### src/rtl/core/qbd_pkg.sv
`timescale 1ns / 1ps

package qbd_pkg;

  localparam int unsigned CountW = 12;
  localparam logic [CountW-1:0] CountMax = {CountW{1'b1}};

  localparam logic [7:0] ChEquals     = 8'h3d;
  localparam logic [7:0] ChUnderscore = 8'h5f;
  localparam logic [7:0] ChNewline    = 8'h0a;
  localparam logic [7:0] ChSpace      = 8'h20;
  localparam logic [7:0] EndByteReset = 8'h3f;

  // configuration register indexes
  localparam logic CfgDecodeMode = 1'b0;
  localparam logic CfgEndByte    = 1'b1;

  typedef enum logic [1:0] {
    KIND_BYTE = 2'd0,
    KIND_END  = 2'd1,
    KIND_ERR  = 2'd2
  } kind_e;

  typedef enum logic [1:0] {
    PH_NORMAL   = 2'd0,
    PH_AFTER_EQ = 2'd1,
    PH_HEX_OK   = 2'd2,
    PH_HEX_BAD  = 2'd3
  } phase_e;

  typedef enum logic {
    OP_DATA  = 1'b0,
    OP_FLUSH = 1'b1
  } op_e;

  typedef struct packed {
    logic       op;
    logic [7:0] in_byte;
  } in_item_t;

  typedef struct packed {
    logic [1:0]        kind;
    logic [7:0]        out_byte;
    logic [CountW-1:0] chunk_count;
  } out_item_t;

  typedef struct packed {
    logic       decode_mode;
    logic [7:0] end_byte;
  } cfg_t;

  typedef struct packed {
    logic       ok;
    logic [3:0] val;
  } hex_t;

  typedef struct packed {
    logic       ok;
    logic [5:0] val;
  } rank_t;

  function automatic hex_t hex_value(logic [7:0] c);
    hex_t r;
    r = '0;
    if (c >= 8'h30 && c <= 8'h39) begin
      r.ok  = 1'b1;
      r.val = 4'(c - 8'h30);
    end else if (c >= 8'h41 && c <= 8'h46) begin
      r.ok  = 1'b1;
      r.val = 4'(c - 8'h37);
    end else if (c >= 8'h61 && c <= 8'h66) begin
      r.ok  = 1'b1;
      r.val = 4'(c - 8'h57);
    end
    return r;
  endfunction

  function automatic rank_t b64_rank(logic [7:0] c);
    rank_t r;
    r = '0;
    if (c >= 8'h41 && c <= 8'h5a) begin
      r.ok  = 1'b1;
      r.val = 6'(c - 8'h41);
    end else if (c >= 8'h61 && c <= 8'h7a) begin
      r.ok  = 1'b1;
      r.val = 6'(c - 8'h47);
    end else if (c >= 8'h30 && c <= 8'h39) begin
      r.ok  = 1'b1;
      r.val = 6'(c + 8'h04);
    end else if (c == 8'h2b) begin
      r.ok  = 1'b1;
      r.val = 6'd62;
    end else if (c == 8'h2f) begin
      r.ok  = 1'b1;
      r.val = 6'd63;
    end
    return r;
  endfunction

endpackage

### src/rtl/core/qbd_decode.sv
`timescale 1ns / 1ps

module qbd_decode (
  input  logic               clk_i,
  input  logic               rst_ni,
  input  logic               step_i,
  input  qbd_pkg::in_item_t  item_i,
  input  qbd_pkg::cfg_t      cfg_i,
  output logic               has_res_o,
  output qbd_pkg::out_item_t res_o
);

  qbd_pkg::phase_e phase_q, phase_d;
  logic [3:0]  nibble_q, nibble_d;
  logic        drop_q, drop_d;
  logic [11:0] pool_q, pool_d;
  logic [3:0]  bits_q, bits_d;
  logic [qbd_pkg::CountW-1:0] total_q, total_d;

  qbd_pkg::hex_t  hex;
  qbd_pkg::rank_t rank;
  logic [qbd_pkg::CountW-1:0] total_inc;
  logic [11:0] pool_shift;
  logic [3:0]  bits_add;
  logic [3:0]  shamt;

  always_comb begin
    hex        = qbd_pkg::hex_value(item_i.in_byte);
    rank       = qbd_pkg::b64_rank(item_i.in_byte);
    total_inc  = (total_q == qbd_pkg::CountMax) ? total_q : total_q + 1'b1;
    pool_shift = {pool_q[5:0], rank.val};
    bits_add   = bits_q + 4'd6;
    shamt      = bits_add - 4'd8;

    phase_d   = phase_q;
    nibble_d  = nibble_q;
    drop_d    = drop_q;
    pool_d    = pool_q;
    bits_d    = bits_q;
    total_d   = total_q;
    has_res_o = 1'b0;
    res_o     = '0;

    if (item_i.op == qbd_pkg::OP_FLUSH) begin
      pool_d = '0;
      bits_d = '0;
    end else if (item_i.in_byte == cfg_i.end_byte) begin
      phase_d  = qbd_pkg::PH_NORMAL;
      nibble_d = '0;
      drop_d   = 1'b0;
      total_d  = '0;
      if (!drop_q) begin
        has_res_o         = 1'b1;
        res_o.chunk_count = total_q;
        res_o.kind        = (!cfg_i.decode_mode && phase_q != qbd_pkg::PH_NORMAL) ?
                            qbd_pkg::KIND_ERR : qbd_pkg::KIND_END;
      end
    end else if (drop_q) begin
      // discard until the delimiter
    end else if (!cfg_i.decode_mode) begin
      unique case (phase_q)
        qbd_pkg::PH_NORMAL: begin
          if (item_i.in_byte == qbd_pkg::ChEquals) begin
            phase_d = qbd_pkg::PH_AFTER_EQ;
          end else begin
            has_res_o         = 1'b1;
            total_d           = total_inc;
            res_o.kind        = qbd_pkg::KIND_BYTE;
            res_o.chunk_count = total_inc;
            res_o.out_byte    = (item_i.in_byte == qbd_pkg::ChUnderscore &&
                                 cfg_i.end_byte != 8'd0) ? qbd_pkg::ChSpace :
                                item_i.in_byte;
          end
        end
        qbd_pkg::PH_AFTER_EQ: begin
          if (item_i.in_byte == qbd_pkg::ChNewline) begin
            phase_d = qbd_pkg::PH_NORMAL;
          end else if (hex.ok) begin
            nibble_d = hex.val;
            phase_d  = qbd_pkg::PH_HEX_OK;
          end else begin
            nibble_d = '0;
            phase_d  = qbd_pkg::PH_HEX_BAD;
          end
        end
        qbd_pkg::PH_HEX_OK, qbd_pkg::PH_HEX_BAD: begin
          phase_d   = qbd_pkg::PH_NORMAL;
          nibble_d  = '0;
          has_res_o = 1'b1;
          if (hex.ok && phase_q == qbd_pkg::PH_HEX_OK) begin
            total_d           = total_inc;
            res_o.kind        = qbd_pkg::KIND_BYTE;
            res_o.chunk_count = total_inc;
            res_o.out_byte    = {nibble_q, hex.val};
          end else begin
            drop_d            = 1'b1;
            res_o.kind        = qbd_pkg::KIND_ERR;
            res_o.chunk_count = total_q;
          end
        end
        default: ;
      endcase
    end else if (rank.ok) begin
      pool_d = pool_shift;
      bits_d = bits_add;
      // pool never holds more than six spare bits, so a byte is ready at eight or more
      if (bits_add >= 4'd8) begin
        bits_d            = shamt;
        has_res_o         = 1'b1;
        total_d           = total_inc;
        res_o.kind        = qbd_pkg::KIND_BYTE;
        res_o.chunk_count = total_inc;
        res_o.out_byte    = 8'(pool_shift >> shamt);
      end
    end
  end

  always_ff @(posedge clk_i or negedge rst_ni) begin
    if (!rst_ni) begin
      phase_q  <= qbd_pkg::PH_NORMAL;
      nibble_q <= '0;
      drop_q   <= 1'b0;
      pool_q   <= '0;
      bits_q   <= '0;
      total_q  <= '0;
    end else if (step_i) begin
      phase_q  <= phase_d;
      nibble_q <= nibble_d;
      drop_q   <= drop_d;
      pool_q   <= pool_d;
      bits_q   <= bits_d;
      total_q  <= total_d;
    end
  end

endmodule

### src/rtl/core/qbd_out_reg.sv
`timescale 1ns / 1ps

module qbd_out_reg (
  input  logic               clk_i,
  input  logic               rst_ni,
  input  logic               load_i,
  input  qbd_pkg::out_item_t data_i,
  output logic               free_o,
  output logic               out_valid_o,
  input  logic               out_ready_i,
  output qbd_pkg::out_item_t out_data_o
);

  logic               valid_q;
  qbd_pkg::out_item_t data_q;

  assign free_o      = !valid_q || out_ready_i;
  assign out_valid_o = valid_q;
  assign out_data_o  = data_q;

  always_ff @(posedge clk_i or negedge rst_ni) begin
    if (!rst_ni) begin
      valid_q <= 1'b0;
    end else if (load_i) begin
      valid_q <= 1'b1;
    end else if (out_ready_i) begin
      valid_q <= 1'b0;
    end
  end

  always_ff @(posedge clk_i) begin
    if (load_i) begin
      data_q <= data_i;
    end
  end

endmodule

### src/rtl/core/qp_and_base64_chunk_decoder.sv
`timescale 1ns / 1ps

// Chunked Q (quoted-printable) / B (base64) decoder. One encoded byte or flush
// transfer is taken every clock while no result is held back; each item passes an
// input register and one level of decode logic, and a result is then stored in a
// result register. Throughput is one item per cycle while results are taken. An item
// that yields no result moves on even while the result register is stalled; one that
// yields a result waits only for that register. Configuration writes are always
// accepted and should be made only while the block is idle.
module qp_and_base64_chunk_decoder (
  input  logic               clk_i,
  input  logic               rst_ni,
  input  logic               in_valid_i,
  output logic               in_ready_o,
  input  qbd_pkg::in_item_t  in_data_i,
  output logic               out_valid_o,
  input  logic               out_ready_i,
  output qbd_pkg::out_item_t out_data_o,
  input  logic               cfg_valid_i,
  output logic               cfg_ready_o,
  input  logic               cfg_index_i,
  input  logic [7:0]         cfg_data_i
);

  qbd_pkg::cfg_t      cfg_q;
  logic               in_valid_q;
  qbd_pkg::in_item_t  in_item_q;
  logic               has_res;
  qbd_pkg::out_item_t res;
  logic               out_free;
  logic               advance;

  assign cfg_ready_o = 1'b1;

  always_ff @(posedge clk_i or negedge rst_ni) begin
    if (!rst_ni) begin
      cfg_q.decode_mode <= 1'b0;
      cfg_q.end_byte    <= qbd_pkg::EndByteReset;
    end else if (cfg_valid_i) begin
      unique case (cfg_index_i)
        qbd_pkg::CfgDecodeMode: cfg_q.decode_mode <= cfg_data_i[0];
        qbd_pkg::CfgEndByte:    cfg_q.end_byte    <= cfg_data_i;
        default: ;
      endcase
    end
  end

  // results need a free result slot; silent items always drain
  assign advance    = in_valid_q && (!has_res || out_free);
  assign in_ready_o = !in_valid_q || advance;

  always_ff @(posedge clk_i or negedge rst_ni) begin
    if (!rst_ni) begin
      in_valid_q <= 1'b0;
    end else if (in_ready_o) begin
      in_valid_q <= in_valid_i;
    end
  end

  always_ff @(posedge clk_i) begin
    if (in_valid_i && in_ready_o) begin
      in_item_q <= in_data_i;
    end
  end

  qbd_decode u_decode (
    .clk_i     (clk_i),
    .rst_ni    (rst_ni),
    .step_i    (advance),
    .item_i    (in_item_q),
    .cfg_i     (cfg_q),
    .has_res_o (has_res),
    .res_o     (res)
  );

  qbd_out_reg u_out_reg (
    .clk_i       (clk_i),
    .rst_ni      (rst_ni),
    .load_i      (advance && has_res),
    .data_i      (res),
    .free_o      (out_free),
    .out_valid_o (out_valid_o),
    .out_ready_i (out_ready_i),
    .out_data_o  (out_data_o)
  );

  a_kind_legal : assert property (@(posedge clk_i) disable iff (!rst_ni)
    out_valid_o |-> (out_data_o.kind == qbd_pkg::KIND_BYTE ||
                     out_data_o.kind == qbd_pkg::KIND_END ||
                     out_data_o.kind == qbd_pkg::KIND_ERR))
    else $error("result kind out of range");

  a_byte_counted : assert property (@(posedge clk_i) disable iff (!rst_ni)
    (out_valid_o && out_data_o.kind == qbd_pkg::KIND_BYTE) |->
      out_data_o.chunk_count != '0)
    else $error("decoded byte with zero chunk count");

  a_stall_held : assert property (@(posedge clk_i) disable iff (!rst_ni)
    !in_ready_o |-> (in_valid_q && has_res && out_valid_o && !out_ready_i))
    else $error("input stalled without a blocked result");

  a_flush_silent : assert property (@(posedge clk_i) disable iff (!rst_ni)
    (in_valid_q && in_item_q.op == qbd_pkg::OP_FLUSH) |-> !has_res)
    else $error("flush produced a result");

endmodule

### config.mk
export PLATFORM = sky130hd
export DESIGN_NAME = qp_and_base64_chunk_decoder
export DESIGN_NICKNAME = d
export VERILOG_FILES = /design/src/rtl/core/qbd_pkg.sv /design/src/rtl/core/qbd_decode.sv /design/src/rtl/core/qbd_out_reg.sv /design/src/rtl/core/qp_and_base64_chunk_decoder.sv
export SDC_FILE = /design/constraint.sdc
export NUM_CORES = 1
export LEC_CHECK = 0
export ABC_CLOCK_PERIOD_IN_PS = 3500
export BUFFER_PORTS_ARGS = -buffer_cell sky130_fd_sc_hd__buf_2
export CORE_ASPECT_RATIO = 0.6
export CORE_MARGIN = 5
export CORE_UTILIZATION = 54
export DETAILED_ROUTE_END_ITERATION = 6
export PLACE_DENSITY = 0.76
export SLEW_MARGIN = 10
export SYNTH_ARGS = -nofsm -noshare
export SYNTH_HDL_FRONTEND = slang
export SYNTH_SLANG_ARGS = --single-unit
### constraint.sdc
create_clock -name clk_i -period 3.5 [get_ports clk_i]
set_clock_uncertainty 0.15 [all_clocks]
set_input_delay 0.7 -clock clk_i [delete_from_list [all_inputs] [get_ports clk_i]]
set_output_delay 0.7 -clock clk_i [all_outputs]
set_load 0.02 [all_outputs]
==> key figures, run 1 <==
Outcome
  – Status: finished, final reports clean

Global route
  – Largest net degree at the start of global routing: 40
  – GR Util All Layers: 27.7%
  – Remaining Overflow, GRT: 0
  – Number of global-route vias before repair: 3869
  – Initial antenna violation count: 0
  – First-pass GRT wire length: 21.8 mm

Die
  – Initial core utilization: 54.5%
  – Floorplan core area: 8390 sq um
  – Total die area: 10500 sq um
  – Die Width: 129 um
  – Number of cell rows: 26
  – Y dimension of the die: 81.3 um
  – Top Ports: 48

Synth
  – Count of unique library cells instantiated by Yosys: 73
  – Syn_area_per_cell: 9.71 sq um
  – Syn Inst Count: 471
  – Syn_nets: 505
  – Synth top area share: 20.4%
  – Primary FF master, synth: dfrtp_1
  – Sequential-to-total area share from yosys stat: 41.9%
  – Cell taking the most area after synthesis: edfxtp_1
  – Cell Area, Synth: 4570 sq um
  – Ranking of synthesized cells by area: edfxtp_1, dfrtp_1, nor2_1, mux2_2, dfstp_2
  – EDFF count, synth: 31
  – Async set-reset flop share out of synthesis: 55.7%
  – Post-synthesis register bit count: 70
  – Synth Warn #: 0

STA
  – Slew of the pin with the lowest slew margin: 914 ps
  – Hold Fails Final Rpt: 0
  – Highest attainable clock frequency: 293 MHz
  – Final-report max-slew violation count: 0
  – Post-layout minimum cycle time: 3410 ps
  – Relative slew slack: 39.1%
  – Number of endpoints failing setup at the final stage: 0
  – Tcrit/Tclk final: 97.4%

Setup path
  – Number of buffer and inverter instances along the worst setup path: 2
  – Slowest cell delay on critical path: 450 ps
  – Critical path's top delay family: compound AO/OA/AOI/OAI gates
  – Crit-path cells: buf_4 -> ha_2 -> a211oi_2 -> a41oi_2 -> o22a_2 -> a31o_2 -> a31oi_2 -> nand2_1 -> buf_2
  – Worst Setup Start Kind: flip-flop
  – Worst setup path category: flip-flop to output port
  – Crit path max-delay cell type: edfxtp_1
  – Capturing element type of the critical path: output port
  – Largest fanout of any net on the critical path: 9
  – Required time worst endpoint: 2650 ps
  – Arrival time at the worst endpoint: 2560 ps

Worst hold path
  – Class of the worst hold path: input pin to asynchronous set/reset pin

Clocking
  – Buffer levels on the longest clock path: 2
  – Number of buffers created by CTS: 9
  – Hold Buf Count CTS: 0
  – Clock transition time at the flip-flop clock pins of the worst setup and hold paths: 50 ps
  – CTS H-Tree Depth: 3
  – Total clock sinks: 70
  – Clock tree from TritonCTS: yes
  – Clock Latency Late Sink: 340 ps
  – Root buf cell: clkbuf_16

Power
  – Worst supply voltage drop on vdd: 0.000438 V
  – Leakage component of the power: 0.00214 uW
  – Power density over the cells: 517 nW/um^2

Drt
  – Vias per cell: 6.41
  – Detailed router's first-iteration violation count: 662
  – Total length of routed wires: 13.8 mm
  – Average routed wire per standard cell: 20.9 um
  – Highest signal layer in the routed design: met4
  – Total number of vias: 4233
  – Total met2 wirelength after detailed routing: 5.05 mm
  – DRT met1 WL: 6.63 mm
  – TritonRoute pass-1 iters: 5
  – Final routed DRC violation total: 0
  – Count of antenna-violating nets left after detailed routing: 0
  – Total met3 wirelength after detailed routing: 1.92 mm

Cells and area
  – Area growth from synthesis to final layout: 20.4%
  – Final cell utilization of the core: 65.6%
  – ANT cells: 0
  – Share of cells above drive strength 1: 28.3%
  – Summed area of non-filler cells in the final layout: 5510 sq um
  – Post-layout nets: 577

Place
  – Total placed instance area: 5060 sq um
  – Count of input and output buffers: 46
  – GP Congestion: 1.00
  – Detailed placement HPWL: 10.5 mm

Flow run
  – Reported max-cap violation count: 0
-- area by class of cell --
| cell class | instances | area [sq um] |
|---|---|---|
| Sequential cell | 70 | 1910 |
| Inverter | 20 | 75.1 |
| Timing Repair Buffer | 84 | 528 |
| Clock buffer | 9 | 225 |
| Fill cell | 692 | 2890 |
| Tap cell | 112 | 140 |
| Multi-Input combinational cell | 358 | 2530 |
| Clock inverter | 7 | 88.8 |
-- worst register-to-register path, cell delays in order (launching register included) --
cell       delay [ps]
edfxtp_1          450
buf_4             170
ha_1              260
nand2b_1          220
o2111ai_2         210
buf_4             170
a2bb2oi_1         400
o21ai_0           270
a21o_1            270
buf_4             150
a32oi_1           180
nor2_1             90
-- layout by cell type (no fill, tap or decap), types with 3 or more instances in the layout --
| cell | count |
|---|---|
| nor2_1 | 46 |
| buf_2 | 46 |
| buf_4 | 37 |
| nand2_1 | 36 |
| dfrtp_1 | 33 |
| edfxtp_1 | 31 |
| a21oi_1 | 25 |
| nand3_1 | 20 |
| inv_1 | 18 |
| o21ai_0 | 17 |
| xnor2_1 | 15 |
| mux2_2 | 15 |
| o2bb2ai_1 | 11 |
| nor3_1 | 9 |
| a31oi_1 | 9 |
| clkbuf_16 | 9 |
| mux2i_1 | 8 |
| ha_1 | 8 |
| nand4_1 | 7 |
| a22o_1 | 7 |
| nand2b_1 | 6 |
| and2_1 | 6 |
| a211oi_1 | 6 |
| o22ai_1 | 6 |
| dfstp_2 | 6 |
| nor4_1 | 5 |
| and3_1 | 5 |
| o221ai_1 | 5 |
| a221o_1 | 5 |
| a22oi_1 | 5 |
| nor2b_1 | 4 |
| a21o_1 | 4 |
| a31o_2 | 4 |
| mux4_2 | 4 |
| a211o_1 | 3 |
| or2_2 | 3 |
| or4_1 | 3 |
| or3_1 | 3 |
| a21boi_0 | 3 |
| ha_2 | 3 |
-- synthesized netlist by cell type, types with 2 or more instances --
library cell,number
a211o_1,3
a211oi_1,7
a21boi_0,3
a21o_1,4
a21oi_1,27
a221o_1,5
a221oi_1,2
a22o_1,7
a22oi_1,5
a2bb2oi_1,2
a31o_2,4
a31oi_1,10
and2_1,6
and3_1,5
buf_1,2
buf_2,3
buf_4,2
clkbuf_1,15
dfrtp_1,33
dfstp_2,6
edfxtp_1,31
ha_1,11
inv_1,20
mux2_2,15
mux2i_1,8
mux4_2,4
nand2_1,36
nand2b_1,6
nand3_1,20
nand4_1,7
nor2_1,47
nor2b_1,4
nor3_1,10
nor4_1,5
o21ai_0,18
o221ai_1,5
o22ai_1,6
o2bb2ai_1,11
o31ai_1,2
or2_2,3
or3_1,3
or4_1,3
xnor2_1,15
-- where the power goes --
| group | switching (uW) | internal [uW] | leakage [uW] |
|---|---|---|---|
| registers | 119 | 955 | 0.000794 |
| clock network | 339 | 618 | 0.000150 |
| logic | 505 | 312 | 0.00120 |
| total | 962 | 1880 | 0.00214 |
-- through the flow --
| stage | total power [uW] | cells | TNS (ps) | hold slack, ps | setup WS (ps) |
|---|---|---|---|---|---|
| 6_report | 2850 | 660 | 0 | 346 | 91.4 |
| 5_1_grt | 2980 | 660 | -26.2 | 371 | -26.2 |
| 4_1_cts | 2810 | 655 | 0 | 355 | 9.26 |
| 3_5_place_dp | 1840 | 634 | 0 | 343 | 147 |
| 3_3_place_gp | 1830 | 634 | 0 | 327 | 151 |
| 2_1_floorplan | 1590 | 471 | 0 | 254 | 127 |
-- path summary, 6_finish.rpt --
check	start	to	cells past startpoint	slack [ps]
hold / removal	rst_ni	u_decode.total_q[6]	1	350
max in group asynchronous	rst_ni	cfg_q[6]	1	2280
setup / recovery	in_item_q[2]	in_ready_o	9	90
min in group clk_i	u_decode.bits_q[2]	u_decode.bits_q[2]	1	350
setup reg to reg	in_item_q[0]	u_out_reg.out_data_o[4]	11	250
hold reg to reg	u_decode.bits_q[2]	u_decode.bits_q[2]	1	350
-- routing by layer --
metal	global-route usage, %	vias up
li1	-	1929
met1	45.3	2006
met2	33.5	279
met3	9.46	19
met4	6.81	0
met5	0	-
-- flip-flops by register name, summed over array words and instances, names as in the netlist --
name and count:
cfg_q 9, in_item_q 9, in_valid_q 1, u_decode.bits_q 3
u_decode.drop_q 1, u_decode.nibble_q 4, u_decode.phase_q 2, u_decode.pool_q 6
u_decode.total_q 12, u_out_reg.out_data_o 22, u_out_reg.out_valid_o 1
-- timing repair --
action / in CTS / in global routing
pin swaps: 1 / 3
setup endpoints to repair: 1 / 3
resized for setup: 3 / 11
setup buffers: 5 / 5
-- cell families after synthesis --
group	Yosys count	share of synthesized area, %
other cells	1	0.0820
fa+ha+maj	11	3.01
buf+inv	43	3.94
simple gates	164	17.8
flops	70	41.9
mux	27	7.42
compound gates	140	23.0
xor+xnor	15	2.87
No activity file was read; power rests on OpenSTA's default activity.
==> run 2, diff against run 1 <==
Settings changed: ABC_CLOCK_PERIOD_IN_PS 3500 to 3200, CORE_UTILIZATION 54 to 55, PLACE_DENSITY 0.76 to 0.74.
Clock period 3.5 ns to 3.2 ns, I/O delays scaled along.
==> run 2 against run 1 <==
  * The flow now finishes with violations (negative setup slack)
  * Worst setup slack got worse by 110 ps
  * Flip-flop and latch count unchanged
  * Clock-buffer cell count unchanged
  * Design area up 5.2%
  * Critical path type unchanged
==> key figures, run 2 (synthesis gave the netlist of run 1 again) <==
Setup path
  – Instance count on the critical path: 9 (unchanged)
  – Critical path's top delay family: compound AO/OA/AOI/OAI gates
  – Worst R2R End: u_out_reg.out_data_o[14]
  – Minimum setup slack among reg-to-reg paths: 20 ps (-230 ps)
  – Capturing element type of the critical path: output port
  – Launching instance or port of the critical path: in_item_q[3]
  – Worst setup path category: flip-flop to output port
  – Worst r2r src: in_item_q[5]
  – Depth of the most critical reg-to-reg path: 10 (-1)
  – Crit path max-delay cell type: edfxtp_1
  – Required time worst endpoint: 2410 ps (-240 ps)
  – Crit-path cells: inv_2 -> ha_4 -> nand2b_1 -> o2111ai_2 -> o22a_2 -> a31o_4 -> a31oi_4 -> nand2_2 -> buf_6
  – Arrival time at the worst endpoint: 2430 ps (-130 ps)
  – Number of buffer and inverter instances along the worst setup path: 2 (unchanged)
  – Worst Setup Start Kind: flip-flop
  – Largest fanout of any net on the critical path: 5 (-4)
  – Capturing element of the worst setup path: in_ready_o
  – Slowest cell delay on critical path: 540 ps (+90 ps)

STA
  – Final-report max-slew violation count: 0 (unchanged)
  – RSZ-0062 raised after global routing: true
  – Final total negative setup slack: -23.4 ps (-23.4 ps)
  – Number of endpoints failing setup at the final stage: 1 (+1)
  – Worst slack on hold paths: 281 ps (-64.6 ps)
  – Post-layout minimum cycle time: 3220 ps
  – Highest attainable clock frequency: 310 MHz
  – Slew of the pin with the lowest slew margin: 944 ps (+30.6 ps)
  – Hold Fails Final Rpt: 0 (unchanged)
  – Setup ws final: -23.4 ps (-115 ps)
  – Tcrit/Tclk final: 101%
  – Relative slew slack: 37.1% (-2.0 points)

Cells and area
  – Share of cells above drive strength 1: 32.9% (+4.6 points)
  – Layout fillers: 612 (-12%)
  – Top library cells by usage in the layout, fill and taps aside: buf_4, nor2_1, buf_2
  – Leading cell type in the layout, fill and taps excluded: buf_4
  – Post-layout nets: 603 (+4.5%)
  – Max reg flops: 22 (unchanged)
  – Final cell utilization of the core: 72.6% (+7.0 points)
  – Area growth from synthesis to final layout: 26.7%
  – ANT cells: 0 (unchanged)
  – Number of cells in the finished layout apart from fillers: 682 (+3.3%)

Global route
  – Number of global-route vias before repair: 4179 (+8.0%)
  – GR Util All Layers: 30.9% (+3.2 points)
  – Largest net degree at the start of global routing: 40 (unchanged)
  – Initial antenna violation count: 0 (unchanged)
  – First-pass GRT wire length: 24.1 mm (+10%)
  – Remaining Overflow, GRT: 0 (unchanged)

Place
  – Count of input and output buffers: 46 (unchanged)
  – Count of placed standard cells including taps: 655 (+3.3%)
  – GP Congestion: 1.08 (+7.5%)
  – Detailed placement HPWL: 11.4 mm (+8.7%)
  – Worst Setup Slack post-DPL: 140 ps (-6.95 ps)

Worst hold path
  – Class of the worst hold path: input pin to asynchronous set/reset pin

Die
  – Top Ports: 48 (unchanged)
  – Total die area: 10300 sq um (-1.6%)
  – Die Width: 128 um (-0.84%)
  – Floorplan core area: 7980 sq um (-5.0%)
  – Y dimension of the die: 80.6 um (-0.81%)
  – Initial core utilization: 57.3% (+2.8 points)
  – Number of cell rows: 25 (-3.8%)

Drt
  – Count of antenna-violating nets left after detailed routing: 0 (unchanged)
  – Total length of routed wires: 15.3 mm (+11%)
  – Average routed wire per standard cell: 22.4 um (+7.4%)
  – TritonRoute pass-1 iters: 5 (unchanged)
  – Final routed DRC violation total: 0 (unchanged)
  – Detailed router's first-iteration violation count: 739 (+12%)
  – Total number of vias: 4524 (+6.9%)
  – Vias per cell: 6.63 (+3.4%)

Flow run
  – Reported max-cap violation count: 0 (unchanged)

Clocking
  – Root buf cell: clkbuf_16
  – Clock tree from TritonCTS: yes
  – Number of buffers created by CTS: 9 (unchanged)
  – Clock transition time at the flip-flop clock pins of the worst setup and hold paths: 60 ps (about the same)
  – Clock Latency Late Sink: 340 ps (about the same)
  – Total clock sinks: 70 (unchanged)
  – Hold Buf Count CTS: 0 (unchanged)
  – CTS H-Tree Depth: 3 (unchanged)
  – Buffer levels on the longest clock path: 2 (unchanged)

Power
  – Power density over the cells: 558 nW/um^2 (+7.8%)
  – Leakage component of the power: 0.00228 uW (+6.2%)
  – Worst supply voltage drop on vdd: 0.000462 V (+5.6%)

Outcome
  – Violated checks: negative setup slack
  – Status: complete, but fails checks
[run 2: changes by cell type in the layout (fill, tap and decap cells not counted), sizes merged]
cell,delta
clkinvlp,+1
clkinv,-1
buf,+26
[run 2: how the worst min path moves through the flow]
stage,end,cells past startpoint,slack (ps)
2_1_floorplan,cfg_q[6],0,190
3_3_place_gp,u_decode.bits_q[2],1,330
3_5_place_dp,u_decode.bits_q[2],1,330
4_1_cts,u_decode.pool_q[2],1,310
5_1_grt,in_item_q[6],1,310
6_report,u_decode.pool_q[4],1,280
[run 2: through the flow]
stage | power (uW) | cell area, sq um
after detailed placement | 2090 | 5250
after global placement | 2070 | 5250
after floorplan | 1740 | 4580
after global routing | 3370 | 5790
final | 3230 | 5790
after CTS | 3170 | 5680
[run 2: where the power goes]
group / switching, uW / total (uW) / internal [uW]
combinational: 595 / 994 / 399
clock: 382 / 1060 / 676
sequential: 134 / 1180 / 1040
total: 1110 / 3230 / 2120
[run 2: final cells by class]
cell class	count	area (sq um)	share of cell area (%)
Sequential cell	70	1910	33.0
Multi-Input combinational cell	358	2620	45.1
Timing Repair Buffer	110	737	12.7
Inverter	20	77.6	1.34
Clock inverter	7	88.8	1.53
Clock buffer	9	225	3.89
Tap cell	108	135	2.33
[run 2: metal layers]
| layer | vias up | track usage [%] | share of wire, % |
|---|---|---|---|
| met4 | 0 | 6.67 | 1.3 |
| met5 | - | 0 | 0 |
| met1 | 2137 | 46.4 | 44 |
| met3 | 30 | 12.4 | 16 |
| li1 | 1989 | - | - |
| met2 | 368 | 41.1 | 38 |
[run 2: what timing repair did]
action / CTS / global route
buffers inserted: 8 / 3
pin swaps: 3 / 4
resized for setup: 14 / 19
setup endpoints to repair: 1 / 5
